`src/design/mdct_pkg.sv`:
```
// package for the motion direction cycle tracker
// holds field widths, direction and cycle codes, register indexes and scale constants
// no dependencies
`timescale 1ns / 1ps
`default_nettype none

package mdct_pkg;

	localparam int SampleW  = 12;
	localparam int TimeW    = 32;
	localparam int ThreshW  = 16;
	localparam int HoldW    = 16;
	localparam int DiffW    = SampleW + 1;
	localparam int ScaledW  = 24;
	localparam int DivSteps = ScaledW - 1;
	localparam int DivCntW  = $clog2(DivSteps);
	localparam int CfgIdxW  = 3;
	localparam int CfgDataW = 16;
	localparam int InDataW  = 48;
	localparam int OutDataW = 32;

	localparam logic signed [11:0]      ScaleSpan = 12'sd2000;
	localparam logic signed [ScaledW-1:0] ScaleLow = -24'sd1000;

	typedef enum logic [1:0] {
		DIR_NONE     = 2'd0,
		DIR_FORWARD  = 2'd1,
		DIR_BACKWARD = 2'd2
	} dir_t;

	typedef enum logic [1:0] {
		CYC_CLOSED  = 2'd0,
		CYC_OPENING = 2'd1,
		CYC_OPEN    = 2'd2,
		CYC_CLOSING = 2'd3
	} cyc_t;

	typedef enum logic [CfgIdxW-1:0] {
		CFG_RAW_LOW   = 3'd0,
		CFG_RAW_HIGH  = 3'd1,
		CFG_FWD_THR   = 3'd2,
		CFG_BWD_THR   = 3'd3,
		CFG_HOLDOFF   = 3'd4
	} cfg_idx_t;

endpackage

`default_nettype wire

```
`src/design/mdct_div.sv`:
```
// serial restoring divider, one quotient bit per cycle, truncates toward zero
// signed dividend and divisor in, signed quotient out
// depends on mdct_pkg
`timescale 1ns / 1ps
`default_nettype none

module mdct_div (
	input  wire logic                                   clk,
	input  wire logic                                   arst_n,
	input  wire logic                                   start,
	input  wire logic signed [mdct_pkg::ScaledW-1:0]    dividend,
	input  wire logic signed [mdct_pkg::DiffW-1:0]      divisor,
	output logic                                        done,
	output logic signed [mdct_pkg::ScaledW-1:0]         quotient
);

	localparam int MagW = mdct_pkg::ScaledW - 1;
	localparam int DvsW = mdct_pkg::DiffW - 1;
	localparam int DivSteps = mdct_pkg::DivSteps;

	logic                        busy_q;
	logic                        done_q;
	logic [mdct_pkg::DivCntW-1:0] cnt_q;
	logic [MagW-1:0]             quo_q;
	logic [DvsW-1:0]             rem_q;
	logic [DvsW-1:0]             dvs_q;
	logic                        neg_q;

	logic [mdct_pkg::ScaledW-1:0] dvd_abs;
	logic [mdct_pkg::DiffW-1:0]   dvs_abs;
	logic [DvsW:0]                trial;
	logic                         fits;
	logic [mdct_pkg::ScaledW-1:0] quo_ext;

	assign dvd_abs = dividend[mdct_pkg::ScaledW-1] ? -dividend : dividend;
	assign dvs_abs = divisor[mdct_pkg::DiffW-1] ? -divisor : divisor;

	assign trial = {rem_q, quo_q[MagW-1]};
	assign fits  = trial >= {1'b0, dvs_q};

	always_ff @(posedge clk or negedge arst_n) begin
		if (!arst_n) begin
			busy_q <= 1'b0;
			done_q <= 1'b0;
			cnt_q  <= '0;
		end else begin
			done_q <= busy_q && (cnt_q == '0);
			if (start) begin
				busy_q <= 1'b1;
				cnt_q  <= mdct_pkg::DivCntW'(DivSteps - 1);
			end else if (busy_q) begin
				if (cnt_q == '0) begin
					busy_q <= 1'b0;
				end else begin
					cnt_q <= cnt_q - mdct_pkg::DivCntW'(1);
				end
			end
		end
	end

	always_ff @(posedge clk) begin
		if (start) begin
			quo_q <= dvd_abs[MagW-1:0];
			rem_q <= '0;
			dvs_q <= dvs_abs[DvsW-1:0];
			neg_q <= dividend[mdct_pkg::ScaledW-1] ^ divisor[mdct_pkg::DiffW-1];
		end else if (busy_q) begin
			quo_q <= {quo_q[MagW-2:0], fits};
			rem_q <= fits ? DvsW'(trial - {1'b0, dvs_q}) : trial[DvsW-1:0];
		end
	end

	assign quo_ext  = {1'b0, quo_q};
	assign quotient = neg_q ? -$signed(quo_ext) : $signed(quo_ext);
	assign done     = done_q;

endmodule

`default_nettype wire

```
`src/design/motion_direction_cycle_tracker.sv`:
```
// top level of the motion direction cycle tracker: sequencer, scaling, classification
// and the four-state cycle; uses mdct_div for the scaling divide
// depends on mdct_pkg and mdct_div
//
// channel   direction  fields
// s_*       in         tdata: sample[11:0], now_ms[43:12], zero pad to 48
// m_*       out        tdata: evaluated, scaled_value, direction_seen, cycle_state,
//                      state_changed, zero pad to 32
// cfg_*     in         write enable, register index, data
//
// an evaluated item with a nonzero span passes from the multiply step through the divider
// start and the divider wait, where the 23 bit serial divide runs, to the finish step;
// an item inside the holdoff or with a zero span goes from the multiply step straight
// to the finish step. s_tready is high only while the sequencer is idle.
// a finished result waits in the output register; the next item is taken meanwhile,
// and the sequencer holds its last step while the output register is still full.
// reset returns the configuration and tracker registers to their defaults, cycle closed, no pending direction.
`timescale 1ns / 1ps
`default_nettype none

module motion_direction_cycle_tracker (
	input  wire logic                             clk,
	input  wire logic                             arst_n,
	input  wire logic                             s_tvalid,
	output logic                                  s_tready,
	// sample[11:0], now_ms[43:12], zeros[47:44]
	input  wire logic [mdct_pkg::InDataW-1:0]     s_tdata,
	output logic                                  m_tvalid,
	input  wire logic                             m_tready,
	// evaluated[0], scaled_value[24:1], direction_seen[26:25], cycle_state[28:27],
	// state_changed[29], zeros[31:30]
	output logic [mdct_pkg::OutDataW-1:0]         m_tdata,
	input  wire logic                             cfg_we,
	input  wire logic [mdct_pkg::CfgIdxW-1:0]     cfg_index,
	input  wire logic [mdct_pkg::CfgDataW-1:0]    cfg_data
);

	typedef enum logic [4:0] {
		ST_IDLE  = 5'b00001,
		ST_MUL   = 5'b00010,
		ST_DIVGO = 5'b00100,
		ST_DIVW  = 5'b01000,
		ST_FIN   = 5'b10000
	} seq_t;

	seq_t state_q;

	logic [mdct_pkg::SampleW-1:0]        raw_low_q;
	logic [mdct_pkg::SampleW-1:0]        raw_high_q;
	logic signed [mdct_pkg::ThreshW-1:0] fwd_thr_q;
	logic signed [mdct_pkg::ThreshW-1:0] bwd_thr_q;
	logic [mdct_pkg::HoldW-1:0]          holdoff_q;

	mdct_pkg::cyc_t               cyc_q;
	mdct_pkg::dir_t               pending_q;
	logic [mdct_pkg::TimeW-1:0]   last_q;

	logic [mdct_pkg::SampleW-1:0]        sample_q;
	logic [mdct_pkg::TimeW-1:0]          now_q;
	logic                                eval_q;
	logic signed [mdct_pkg::ScaledW-1:0] num_q;
	logic signed [mdct_pkg::DiffW-1:0]   span_q;
	logic signed [mdct_pkg::ScaledW-1:0] scaled_q;

	logic [mdct_pkg::OutDataW-1:0] out_q;
	logic                          out_valid_q;

	logic                                s_acc;
	logic                                out_free;
	logic [mdct_pkg::TimeW-1:0]          elapsed;
	logic                                holdoff_done;
	logic signed [mdct_pkg::DiffW-1:0]   diff;
	logic signed [mdct_pkg::DiffW-1:0]   span;
	logic signed [mdct_pkg::ScaledW:0]   prod;
	logic                                div_start;
	logic                                div_done;
	logic signed [mdct_pkg::ScaledW-1:0] div_quo;
	logic signed [mdct_pkg::ScaledW-1:0] fwd_ext;
	logic signed [mdct_pkg::ScaledW-1:0] bwd_ext;
	mdct_pkg::dir_t                      seen;
	mdct_pkg::dir_t                      pend;
	mdct_pkg::cyc_t                      cyc_next;
	logic                                changed;

	assign s_tready  = (state_q == ST_IDLE);
	assign s_acc     = s_tvalid && s_tready;
	assign out_free  = !out_valid_q || m_tready;
	assign div_start = (state_q == ST_DIVGO);

	assign elapsed      = now_q - last_q;
	assign holdoff_done = elapsed >= {{(mdct_pkg::TimeW - mdct_pkg::HoldW){1'b0}}, holdoff_q};
	assign diff         = $signed({1'b0, sample_q}) - $signed({1'b0, raw_low_q});
	assign span         = $signed({1'b0, raw_high_q}) - $signed({1'b0, raw_low_q});
	assign prod         = (mdct_pkg::ScaledW + 1)'(diff)
		* (mdct_pkg::ScaledW + 1)'(mdct_pkg::ScaleSpan);

	mdct_div u_div (
		.clk      (clk),
		.arst_n   (arst_n),
		.start    (div_start),
		.dividend (num_q),
		.divisor  (span_q),
		.done     (div_done),
		.quotient (div_quo)
	);

	assign fwd_ext = {{(mdct_pkg::ScaledW - mdct_pkg::ThreshW){fwd_thr_q[mdct_pkg::ThreshW-1]}},
		fwd_thr_q};
	assign bwd_ext = {{(mdct_pkg::ScaledW - mdct_pkg::ThreshW){bwd_thr_q[mdct_pkg::ThreshW-1]}},
		bwd_thr_q};

	always_comb begin
		seen = mdct_pkg::DIR_NONE;
		if (eval_q) begin
			priority if (scaled_q > fwd_ext) begin
				seen = mdct_pkg::DIR_FORWARD;
			end else if (scaled_q < bwd_ext) begin
				seen = mdct_pkg::DIR_BACKWARD;
			end else begin
				seen = mdct_pkg::DIR_NONE;
			end
		end
		pend = (seen != mdct_pkg::DIR_NONE) ? seen : pending_q;
		cyc_next = cyc_q;
		priority if (cyc_q == mdct_pkg::CYC_OPEN && pend == mdct_pkg::DIR_FORWARD) begin
			cyc_next = mdct_pkg::CYC_CLOSING;
		end else if (cyc_q == mdct_pkg::CYC_CLOSING && pend == mdct_pkg::DIR_BACKWARD) begin
			cyc_next = mdct_pkg::CYC_CLOSED;
		end else if (cyc_q == mdct_pkg::CYC_CLOSED && pend == mdct_pkg::DIR_BACKWARD) begin
			cyc_next = mdct_pkg::CYC_OPENING;
		end else if (cyc_q == mdct_pkg::CYC_OPENING && pend == mdct_pkg::DIR_FORWARD) begin
			cyc_next = mdct_pkg::CYC_OPEN;
		end else begin
			cyc_next = cyc_q;
		end
		changed = eval_q && (cyc_next != cyc_q);
	end

	// configuration registers
	always_ff @(posedge clk or negedge arst_n) begin
		if (!arst_n) begin
			raw_low_q  <= 12'd400;
			raw_high_q <= 12'd600;
			fwd_thr_q  <= 16'sd200;
			bwd_thr_q  <= -16'sd200;
			holdoff_q  <= 16'd800;
		end else if (cfg_we) begin
			unique case (mdct_pkg::cfg_idx_t'(cfg_index))
				mdct_pkg::CFG_RAW_LOW:  raw_low_q  <= cfg_data[mdct_pkg::SampleW-1:0];
				mdct_pkg::CFG_RAW_HIGH: raw_high_q <= cfg_data[mdct_pkg::SampleW-1:0];
				mdct_pkg::CFG_FWD_THR:  fwd_thr_q  <= $signed(cfg_data);
				mdct_pkg::CFG_BWD_THR:  bwd_thr_q  <= $signed(cfg_data);
				mdct_pkg::CFG_HOLDOFF:  holdoff_q  <= cfg_data[mdct_pkg::HoldW-1:0];
				default: ;
			endcase
		end
	end

	// sequencer and tracker state
	always_ff @(posedge clk or negedge arst_n) begin
		if (!arst_n) begin
			state_q     <= ST_IDLE;
			cyc_q       <= mdct_pkg::CYC_CLOSED;
			pending_q   <= mdct_pkg::DIR_NONE;
			last_q      <= '0;
			out_valid_q <= 1'b0;
		end else begin
			if (state_q == ST_FIN && out_free) begin
				out_valid_q <= 1'b1;
			end else if (m_tready) begin
				out_valid_q <= 1'b0;
			end
			unique case (state_q)
				ST_IDLE: begin
					if (s_acc) begin
						state_q <= ST_MUL;
					end
				end
				ST_MUL: begin
					if (holdoff_done && span != '0) begin
						state_q <= ST_DIVGO;
					end else begin
						state_q <= ST_FIN;
					end
				end
				ST_DIVGO: begin
					state_q <= ST_DIVW;
				end
				ST_DIVW: begin
					if (div_done) begin
						state_q <= ST_FIN;
					end
				end
				ST_FIN: begin
					if (out_free) begin
						state_q <= ST_IDLE;
						if (eval_q) begin
							cyc_q     <= cyc_next;
							pending_q <= changed ? mdct_pkg::DIR_NONE : pend;
							if (seen != mdct_pkg::DIR_NONE) begin
								last_q <= now_q;
							end
						end
					end
				end
				default: begin
					state_q <= ST_IDLE;
				end
			endcase
		end
	end

	// item datapath
	always_ff @(posedge clk) begin
		if (s_acc) begin
			sample_q <= s_tdata[mdct_pkg::SampleW-1:0];
			now_q    <= s_tdata[mdct_pkg::SampleW +: mdct_pkg::TimeW];
		end
		if (state_q == ST_MUL) begin
			eval_q   <= holdoff_done;
			num_q    <= prod[mdct_pkg::ScaledW-1:0];
			span_q   <= span;
			scaled_q <= '0;
		end
		if (state_q == ST_DIVW && div_done) begin
			scaled_q <= div_quo + mdct_pkg::ScaleLow;
		end
		if (state_q == ST_FIN && out_free) begin
			out_q <= {2'b00, changed, eval_q ? cyc_next : cyc_q, seen, scaled_q, eval_q};
		end
	end

	assign m_tvalid = out_valid_q;
	assign m_tdata  = out_q;

`ifndef SYNTHESIS
	a_accept_to_mul: assert property (@(posedge clk) disable iff (!arst_n)
		s_tvalid && s_tready |=> state_q == ST_MUL)
		else $error("accepted item did not enter the multiply step");

	a_div_done_state: assert property (@(posedge clk) disable iff (!arst_n)
		div_done |-> state_q == ST_DIVW)
		else $error("divider finished outside its wait state");

	a_changed_needs_eval: assert property (@(posedge clk) disable iff (!arst_n)
		m_tvalid && m_tdata[29] |-> m_tdata[0])
		else $error("cycle moved on an item that was not evaluated");

	a_idle_result_zero: assert property (@(posedge clk) disable iff (!arst_n)
		m_tvalid && !m_tdata[0] |-> m_tdata[26:1] == '0)
		else $error("item inside holdoff carries nonzero scale or direction");
`endif

endmodule

`default_nettype wire
```
`config.mk`:
```
export PLATFORM = sky130hd
export DESIGN_NAME = motion_direction_cycle_tracker
export DESIGN_NICKNAME = d
export VERILOG_FILES = /design/src/design/mdct_pkg.sv /design/src/design/mdct_div.sv /design/src/design/motion_direction_cycle_tracker.sv
export SDC_FILE = /design/constraint.sdc
export NUM_CORES = 1
export LEC_CHECK = 0
export BUFFER_PORTS_ARGS = -buffer_cell sky130_fd_sc_hd__buf_2
export CAP_MARGIN = 10
export CORE_ASPECT_RATIO = 0.8
export CORE_UTILIZATION = 35
export DETAILED_ROUTE_END_ITERATION = 7
export GPL_TIMING_DRIVEN = 0
export PLACE_DENSITY_LB_ADDON = 0.3
export RECOVER_POWER = 25
export SKIP_LAST_GASP = 1
export SLEW_MARGIN = 20
export SYNTH_ARGS = -nofsm -noshare
export SYNTH_HDL_FRONTEND = slang
export SYNTH_SLANG_ARGS = --single-unit
```
`constraint.sdc`:
```
create_clock -name clk -period 6.7 [get_ports clk]
set_input_delay 0.335 -clock clk [delete_from_list [all_inputs] [get_ports clk]]
set_output_delay 0.335 -clock clk [all_outputs]
set_load 0.005 [all_outputs]
```
# Word-level counts from Yosys, hierarchy flattened
# Index checks and enable logic that the tools add are counted.
# op_classes
n_eq_ne	19
bitwise_logic	1
add_sub_neg	9
n_reduce_logical	30
muxes	31
magnitude_cmp	4
mul	1
# op_table
op	n
24-bit two-way mux	3
23-bit two-way mux	3
5-bit two-way mux	7
32-bit by 16-bit greater-or-equal comparator with 1-bit output	1
32-bit subtractor	1
12-bit by 12-bit subtractor with 13-bit output	2
5-bit case mux with 5 select lines	1
24-bit by 11-bit adder with 24-bit output, second input constant	1
24-bit by 16-bit greater-than comparator with 1-bit output	1
24-bit by 16-bit less-than comparator with 1-bit output	1
12-bit two-way mux	2
23-bit negation with 24-bit output	1
23-bit negation	1
13-bit by 8-bit multiplier with 20-bit output, second input constant	1
2-bit two-way mux	10
2-bit AND reduction	7
13-bit by 12-bit greater-or-equal comparator with 1-bit output	1
13-bit nonzero test	1
12-bit negation	1
12-bit subtractor	1
1-bit logical AND	10
2-bit nonzero test	4
2-bit == test, second input constant	3
3-bit by 2-bit == test with 1-bit output, second input constant	2
21 further kinds	29
# totals
wordCells	119
reg_bits	301

# Logic depth before layout (Yosys ltp)
# Gate-level depths: netlist (run 1).
# depth
depth_word	15
depth_mapped	30
mapped_depth_nobuf	30

# Cells and area by module
# From an unflattened synthesis (run 1), not the netlist that was laid out.
# unflattened
cells_unflattened	1896
area_unflattened_um2	19595.0
# by_module_without_submodules
mod	n_inst	area_each_um2	cells_each	seq_area_each_um2
motion_direction_cycle_tracker	1	15643.8	1477	6847.8
mdct_div	1	3951.3	419	1496.4

# Worst setup path after synthesis (run 1)
# No wires, ideal clock.
# synth_timing
path_kind	register to register
startpoint	register sample_q[0] (netlist bit)
endpoint	register num_q[22] (netlist bit) (data pin)
slack_ps	265
path_buffers	0
t_arrival_ps	6178
setup_time_ps	258
path_stages_with_launch	31
cell_sequence	edfxtp_1 > inv_1 > ha_1 > inv_1 > fa_1 > a21o_1 > a21oi_1 > o21bai_1 > a21oi_1 > o21ai_0 > a21o_1 > a21o_1 > xor2_1 > xnor2_1 > inv_1 > ha_1 > inv_1 > fa_1 > inv_1 > fa_1 > inv_1 > fa_1 > inv_1 > ha_1 > and3_1 > a21oi_1 > o21ai_0 > o41a_1 > a21o_1 > a21oi_1 > xnor2_1
# synth_between
elab_chain_len	2
# synth_rtl
item	line	text
start: declaration	motion_direction_cycle_tracker.sv:58	logic [mdct_pkg::SampleW-1:0] sample_q;
start signal: assignment	motion_direction_cycle_tracker.sv:216	sample_q <= s_tdata[mdct_pkg::SampleW-1:0];
12-bit by 12-bit subtractor with 13-bit output	motion_direction_cycle_tracker.sv:92	assign diff = $signed({1'b0, sample_q}) - $signed({1'b0, raw_low_q});
13-bit by 8-bit multiplier with 20-bit output	motion_direction_cycle_tracker.sv:95	* (mdct_pkg::ScaledW + 1)'(mdct_pkg::ScaleSpan);
named net prod, one bit	motion_direction_cycle_tracker.sv:74	logic signed [mdct_pkg::ScaledW:0] prod;
end signal: assignment	motion_direction_cycle_tracker.sv:221	num_q <= prod[mdct_pkg::ScaledW-1:0];
end: declaration	motion_direction_cycle_tracker.sv:61	logic signed [mdct_pkg::ScaledW-1:0] num_q;
# The timed path passes the listed nets, and every way through them passes these cells.
# A chain may end at the register's enable or synchronous reset.

# Final worst setup path (run 1)
# layout_timing
startpoint	register raw_low_q[1] (netlist bit)
endpoint	register num_q[22] (netlist bit) (data pin)
# layout_between
elab_chain_len	2
# layout_rtl
item	line	text
start: declaration	motion_direction_cycle_tracker.sv:48	logic [mdct_pkg::SampleW-1:0] raw_low_q;
start signal: assignment	motion_direction_cycle_tracker.sv:149	mdct_pkg::CFG_RAW_LOW: raw_low_q <= cfg_data[mdct_pkg::SampleW-1:0];
12-bit by 12-bit subtractor with 13-bit output	motion_direction_cycle_tracker.sv:92	
13-bit by 8-bit multiplier with 20-bit output	motion_direction_cycle_tracker.sv:95	
named net prod, one bit	motion_direction_cycle_tracker.sv:74	
# The timed path passes the listed nets, and every way through them passes these cells.

==> metrics, run 1 <==
status=finished, violations left; failing checks=max-capacitance violations, max-slew violations; Yosys cell types=84; commonest non-fill, non-tap cell in the layout=inv_1; Worst EP arrival=6850 ps; I/O Pins=106; fraction of layout cells with a size suffix above 1=14.2%; post-layout util=41.5%; area delta synth->final=16.7%; Tcrit/Tclk final=97.6%; HP Class=primary input to flop; number of synthesized register bits=roughly 300; worst path required time=between 7000 and 8000 ps; Nets=about 2400; WL/cell=~16 µm; CTS tree=built; Tmin final=6540 ps; IO buf count=just under 100; Mapped Avg Cell Area=10.1 µm²; core outline area=0.0555 mm²; 1st-pass router iterations=5; CP max-delay cell=fa_1; first-pass GRT wire length=76300 µm; Post-synth ARST share=40.2%; DRT iter0 DRCs=~900; Routed Wire Length=48000 µm; final instance area=roughly 0.023 mm²; Post-synth EDFFs=168; final worst setup slack=161 ps; initial antenna violation count=2; fillcell total=5404; Total GRT Usage=between 10% and 20%; vias=14584; largest net degree at the start of global routing=slightly above 90; Die X=~270 µm; pre-CTS WS=-473 ps; critical path class=flop to flop; Max Slew Vio Count=124; Detail Route Antenna Nets=0; Final HPWL DP=around 37000 µm; die area=0.0574 mm²; worst-path maximum fanout=5; Clock Skew=15.7 ps; max cap viols=2; clk sink count=~300; synthesis warning total=0; Mapped Cells=1949; final setup TNS=0 ps; CTS buffer count=30; critical path endpoint category=flop; Initial Util=35.6%; final setup vio count=0; Peak Freq=153 MHz; gp weighted congestion=approximately 0.87; Max-slew headroom=-63.1%; vias in the first global route=~14000; global route overflow=0; Worst Tran Pin Value=2450 ps; critical path startpoint category=flop; RSZ-0062 raised after global routing=yes; Rows=between 70 and 80; # DRC=0; Vias/cell=5.01; Fin. Hold Viols=0; clk buf depth=3; commonest non-fill, non-tap cells in the layout=inv_1 (255), ha_1 (181), edfxtp_1 (168); Worst-Skew Late Latency=580 ps; Top FF cell, synth=edfxtp_1; CP peak stage delay=approximately 530 ps; H-tree level count=1; Seq/Total Area, Yosys=42.2%; clock transition at the registers of the reported paths=70 ps; Die Y=214 µm; placed cell areas=0.0213 mm²; Mapped Area=~0.020 mm²; most frequent CP cell=inv_1; root buf cell=clkbuf_16
## state kept, by name, summed over array words and instances (netlist names), 12 cells and up
name         cells
last_q          32
now_q           32
m_tdata         30
scaled_q        24
u_div.quo_q     23
num_q           20
bwd_thr_q       16
fwd_thr_q       16
holdoff_q       16
span_q          13
raw_high_q      12
raw_low_q       12
sample_q        12
u_div.dvs_q     12
u_div.rem_q     12
## layer usage
| metal | track usage [%] | routed length, µm |
|---|---|---|
| met3 | 2.61 | 2420 |
| met1 | 25.2 | 24400 |
| met4 | 3.43 | 832 |
| met2 | 24.7 | 20400 |
| met5 | 0 | 0 |
## synth_stat cells (all sizes together), types with 4 or more instances
library cell	n	area share [%]
a21oi	103	2.6
nor4	16	0.60
or2	6	0.19
xnor2	70	3.1
o21ai	145	3.7
nand3	30	0.76
ha	182	12
nor2b	19	0.60
nand4	21	0.67
o22ai	6	0.19
a21o	42	1.6
dfstp	25	3.3
a2111oi	6	0.33
a31oi	11	0.35
a21boi	6	0.23
a211oi	14	0.56
xor2	64	2.8
nor3	33	0.86
or4	4	0.15
mux2i	17	0.86
and2	12	0.38
nor2	98	1.9
nand2b	22	0.70
o21bai	6	0.23
and3	10	0.32
o211ai	15	0.57
dfrtp	96	12
o31a	4	0.18
buf	15	0.44
nand2	162	3.1
dfxtp	12	1.2
o31ai	19	0.72
clkbuf	44	0.84
fa	48	4.9
or3	12	0.38
nor3b	4	0.15
o41ai	10	0.52
edfxtp	168	26
mux2	62	3.5
inv	259	4.9
o21a	6	0.23
## area by class of cell
class / count / area [µm²] / share of cell area [%]
buffer: 59 / 253 / 1.10
inverter: 260 / 976 / 4.23
sequential: 301 / 8340 / 36.2
timing repair buffer: 152 / 1010 / 4.39
antenna: 2 / 5.00 / 0.0217
clock inverter: 21 / 329 / 1.43
tap: 750 / 938 / 4.07
multi-input combinational: 1330 / 10400 / 44.9
clock buffer: 35 / 832 / 3.61
## path summary, 6_finish.rpt
path | start | endpoint | slack, ps | cells after the start
max reg2reg | raw_low_q[1] | num_q[22] | 160 | 27
min in group asynchronous | arst_n | last_q[25] | 760 | 2
min reg2reg | last_q[2] | last_q[2] | 490 | 1
min | s_tvalid | state_q[1] | 40 | 2
max in group asynchronous | arst_n | raw_low_q[6] | 2730 | 3
max | raw_low_q[1] | num_q[22] | 160 | 27
## per-stage QoR
step / cells / hold WS (ps)
after global routing: 2910 / 39.0
after detailed placement: 2801 / 214
after CTS: 2904 / 36.0
after floorplan: 1950 / 39.4
after global placement: 2799 / 468
final: 2910 / 42.1
## critical path, delay by kind of cell (launching register included)
kind,cells,cell delay (ps)
and+or+nand+nor,1,150
adders and majority gates,6,2330
DFF,1,410
xor gates and xnor gates,2,390
buffers and inverters,6,490
AOI/OAI and AO/OA,12,2480
## what timing repair did
item | 4_1_cts | 5_1_grt
pin swaps | 1 | 7
hold buffers | 45 | 0
setup buffers | 2 | 4
resized for setup | 8 | 20
hold endpoints to repair | 80 | 0
setup endpoints to repair | 4 | 4
## logic make-up after synthesis
kind of cell             count (synthesis)  share of synthesized area (%)
buffers and inverters                  319                           6.22
XOR/XNOR                               134                           5.94
other                                    1                         0.0190
multiplexers                            79                           4.40
AO/OA/AOI/OAI                          422                           13.4
AND/OR/NAND/NOR                        463                           11.4
adder cells (fa/ha/maj)                230                           16.4
flip-flops                             301                           42.2
Power of run 1 is not shown: default switching activity piles up to over one toggle a cycle in this logic, so the estimate is an artifact.
==> inputs of run 2 (changes only) <==
==> constraint.sdc (replaced) <==
create_clock -name clk -period 6.7 [get_ports clk]
set_input_delay 1.34 -clock clk [delete_from_list [all_inputs] [get_ports clk]]
set_output_delay 1.34 -clock clk [all_outputs]
set_load 0.005 [all_outputs]
==> run 2 against run 1 <==
The run still ends with max-capacitance violations, max-slew violations left. Non-clock buffer count shrank 45. Clock skew is 2.1 ps lower. Worst setup slack improved by 8.3 ps. Via count fell by 0.98%. Clock-buffer cell count unchanged. Critical path depth did not move. Maximum frequency grew 0.13%.
==> metrics, run 2 (same netlist as run 1, synthesis figures left out) <==
Buf/Inv on CP=6 (unchanged); critical path endpoint category=flop (unchanged); Peak Freq=153 MHz (about the same); clk sink count=301 (unchanged); CP peak stage delay=530 ps (about the same); Rows=77 (unchanged); Die X=268 µm (unchanged); vias=14441 (was 14584); largest net degree at the start of global routing=93 (unchanged); H-tree level count=1 (unchanged); root buf cell=clkbuf_16 (unchanged); Total GRT Usage=16.4% (was 16.6%); critical path startpoint category=flop (unchanged); Die Y=214 µm (unchanged); initial antenna violation count=3 (was 2); Initial Util=35.6% (unchanged); final setup vio count=0 (unchanged); Fin. Hold Viols=0 (unchanged); Hold Path Depth=1 (was 2); Clock Skew=13.6 ps (was 15.7 ps); global route overflow=0 (unchanged); gp weighted congestion=0.874 (unchanged); commonest non-fill, non-tap cell in the layout=inv_1 (unchanged); Stages on worst setup path=27 (unchanged); RSZ-0062 raised after global routing=yes (unchanged); area delta synth->final=14.4% (was 16.7%); Tcrit/Tclk final=97.5% (was 97.6%); CTS buffer count=30 (unchanged); hold slack=485 ps (was 42.1 ps); DRT iter0 DRCs=924 (was 902); CP delay by family, top=compound AO/OA/AOI/OAI gates (unchanged); # DRC=0 (unchanged); final worst setup slack=170 ps (was 161 ps); Max Slew Vio Count=124 (unchanged); fraction of layout cells with a size suffix above 1=14.6% (was 14.2%); worst path required time=7010 ps (about the same); Vias/cell=5.04 (was 5.01); critical path class=flop to flop (unchanged); HP Class=flop to flop (was primary input to flop); Worst EP arrival=6840 ps (was 6850 ps); Detail Route Antenna Nets=0 (unchanged); core outline area=0.0555 mm² (unchanged); Routed Wire Length=47500 µm (was 48000 µm); Worst-Skew Late Latency=580 ps (about the same); CP max-delay cell=fa_1 (unchanged); max cap viols=2 (unchanged); CTS tree=built (unchanged); status=finished, violations left (unchanged); commonest non-fill, non-tap cells in the layout=inv_1 (255), ha_1 (181), edfxtp_1 (168) (unchanged); clock transition at the registers of the reported paths=70 ps (about the same); Worst Tran Pin Value=2430 ps (was 2450 ps); Tmin final=6530 ps (was 6540 ps); pre-CTS WS=-473 ps (unchanged); clk buf depth=3 (unchanged); die area=0.0574 mm² (unchanged); most frequent CP cell=inv_1 (unchanged); vias in the first global route=13984 (was 14155); I/O Pins=106 (unchanged); failing checks=max-capacitance violations, max-slew violations (unchanged); first-pass GRT wire length=75600 µm (was 76300 µm); WL/cell=16.6 µm (was 16.5 µm); Final HPWL DP=37100 µm (unchanged); post-layout util=40.7% (was 41.5%); worst-path maximum fanout=5 (unchanged); Nets=2391 (was 2436); IO buf count=99 (unchanged); 1st-pass router iterations=5 (unchanged); Max-slew headroom=-62.0% (was -63.1%); reg2reg path depth=27 (unchanged)
run 2: cell count changes in the layout (fill, tap and decap cells not counted):
| cell | change |
|---|---|
| dlygate4sd3_1 | -45 |
| buf_2 | +2 |
| clkbuf_1 | -1 |
| and2_1 | -1 |
| and2_0 | +1 |
| diode_2 | +1 |
| buf_1 | -1 |
run 2: final timing paths:
path / slack [ps] / startpoint / endpoint
worst max-delay path: 170 / raw_low_q[1] / num_q[22]
worst min-delay path: 490 / last_q[2] / last_q[2]
worst max register to register: 170 / raw_low_q[1] / num_q[22]
worst min register to register: 490 / last_q[2] / last_q[2]
max in group asynchronous: 2320 / arst_n / raw_low_q[9]
min in group asynchronous: 1200 / arst_n / last_q[25]
run 2: timing repair:
action | 4_1_cts | 5_1_grt
hold endpoints to repair | 0 | 0
endpoints found under the setup margin | 4 | 4
pin swaps | 1 | 7
hold buffers | 0 | 0
setup buffers | 2 | 4
resized for setup | 8 | 20
run 2: per-layer routing:
metal	up-vias	part of all wire [%]	global-route usage [%]
met1	6968	51	25.2
met5	-	0	0
li1	7106	-	-
met2	317	42	24.2
met3	50	5.2	2.61
met4	0	1.7	3.43
run 2: layout make-up:
type,count,area (µm²)
well taps,750,938
clock inverters,21,329
clock buffers,35,832
plain buffers,59,253
diodes,3,7.51
inverters,260,976
repair buffers,107,564
multi-input cells,1330,10400
flip-flops and latches,301,8340
fillers,5442,32900
run 2: stage by stage:
step           area, µm²  cells  TNS, ps
2_1_floorplan      19800   1950        0
3_3_place_gp       21200   2799     -784
3_5_place_dp       21300   2801    -1230
4_1_cts            22500   2859        0
5_1_grt            22600   2866     -169
6_report           22600   2866        0
Power of run 2 is left out for the same reason.
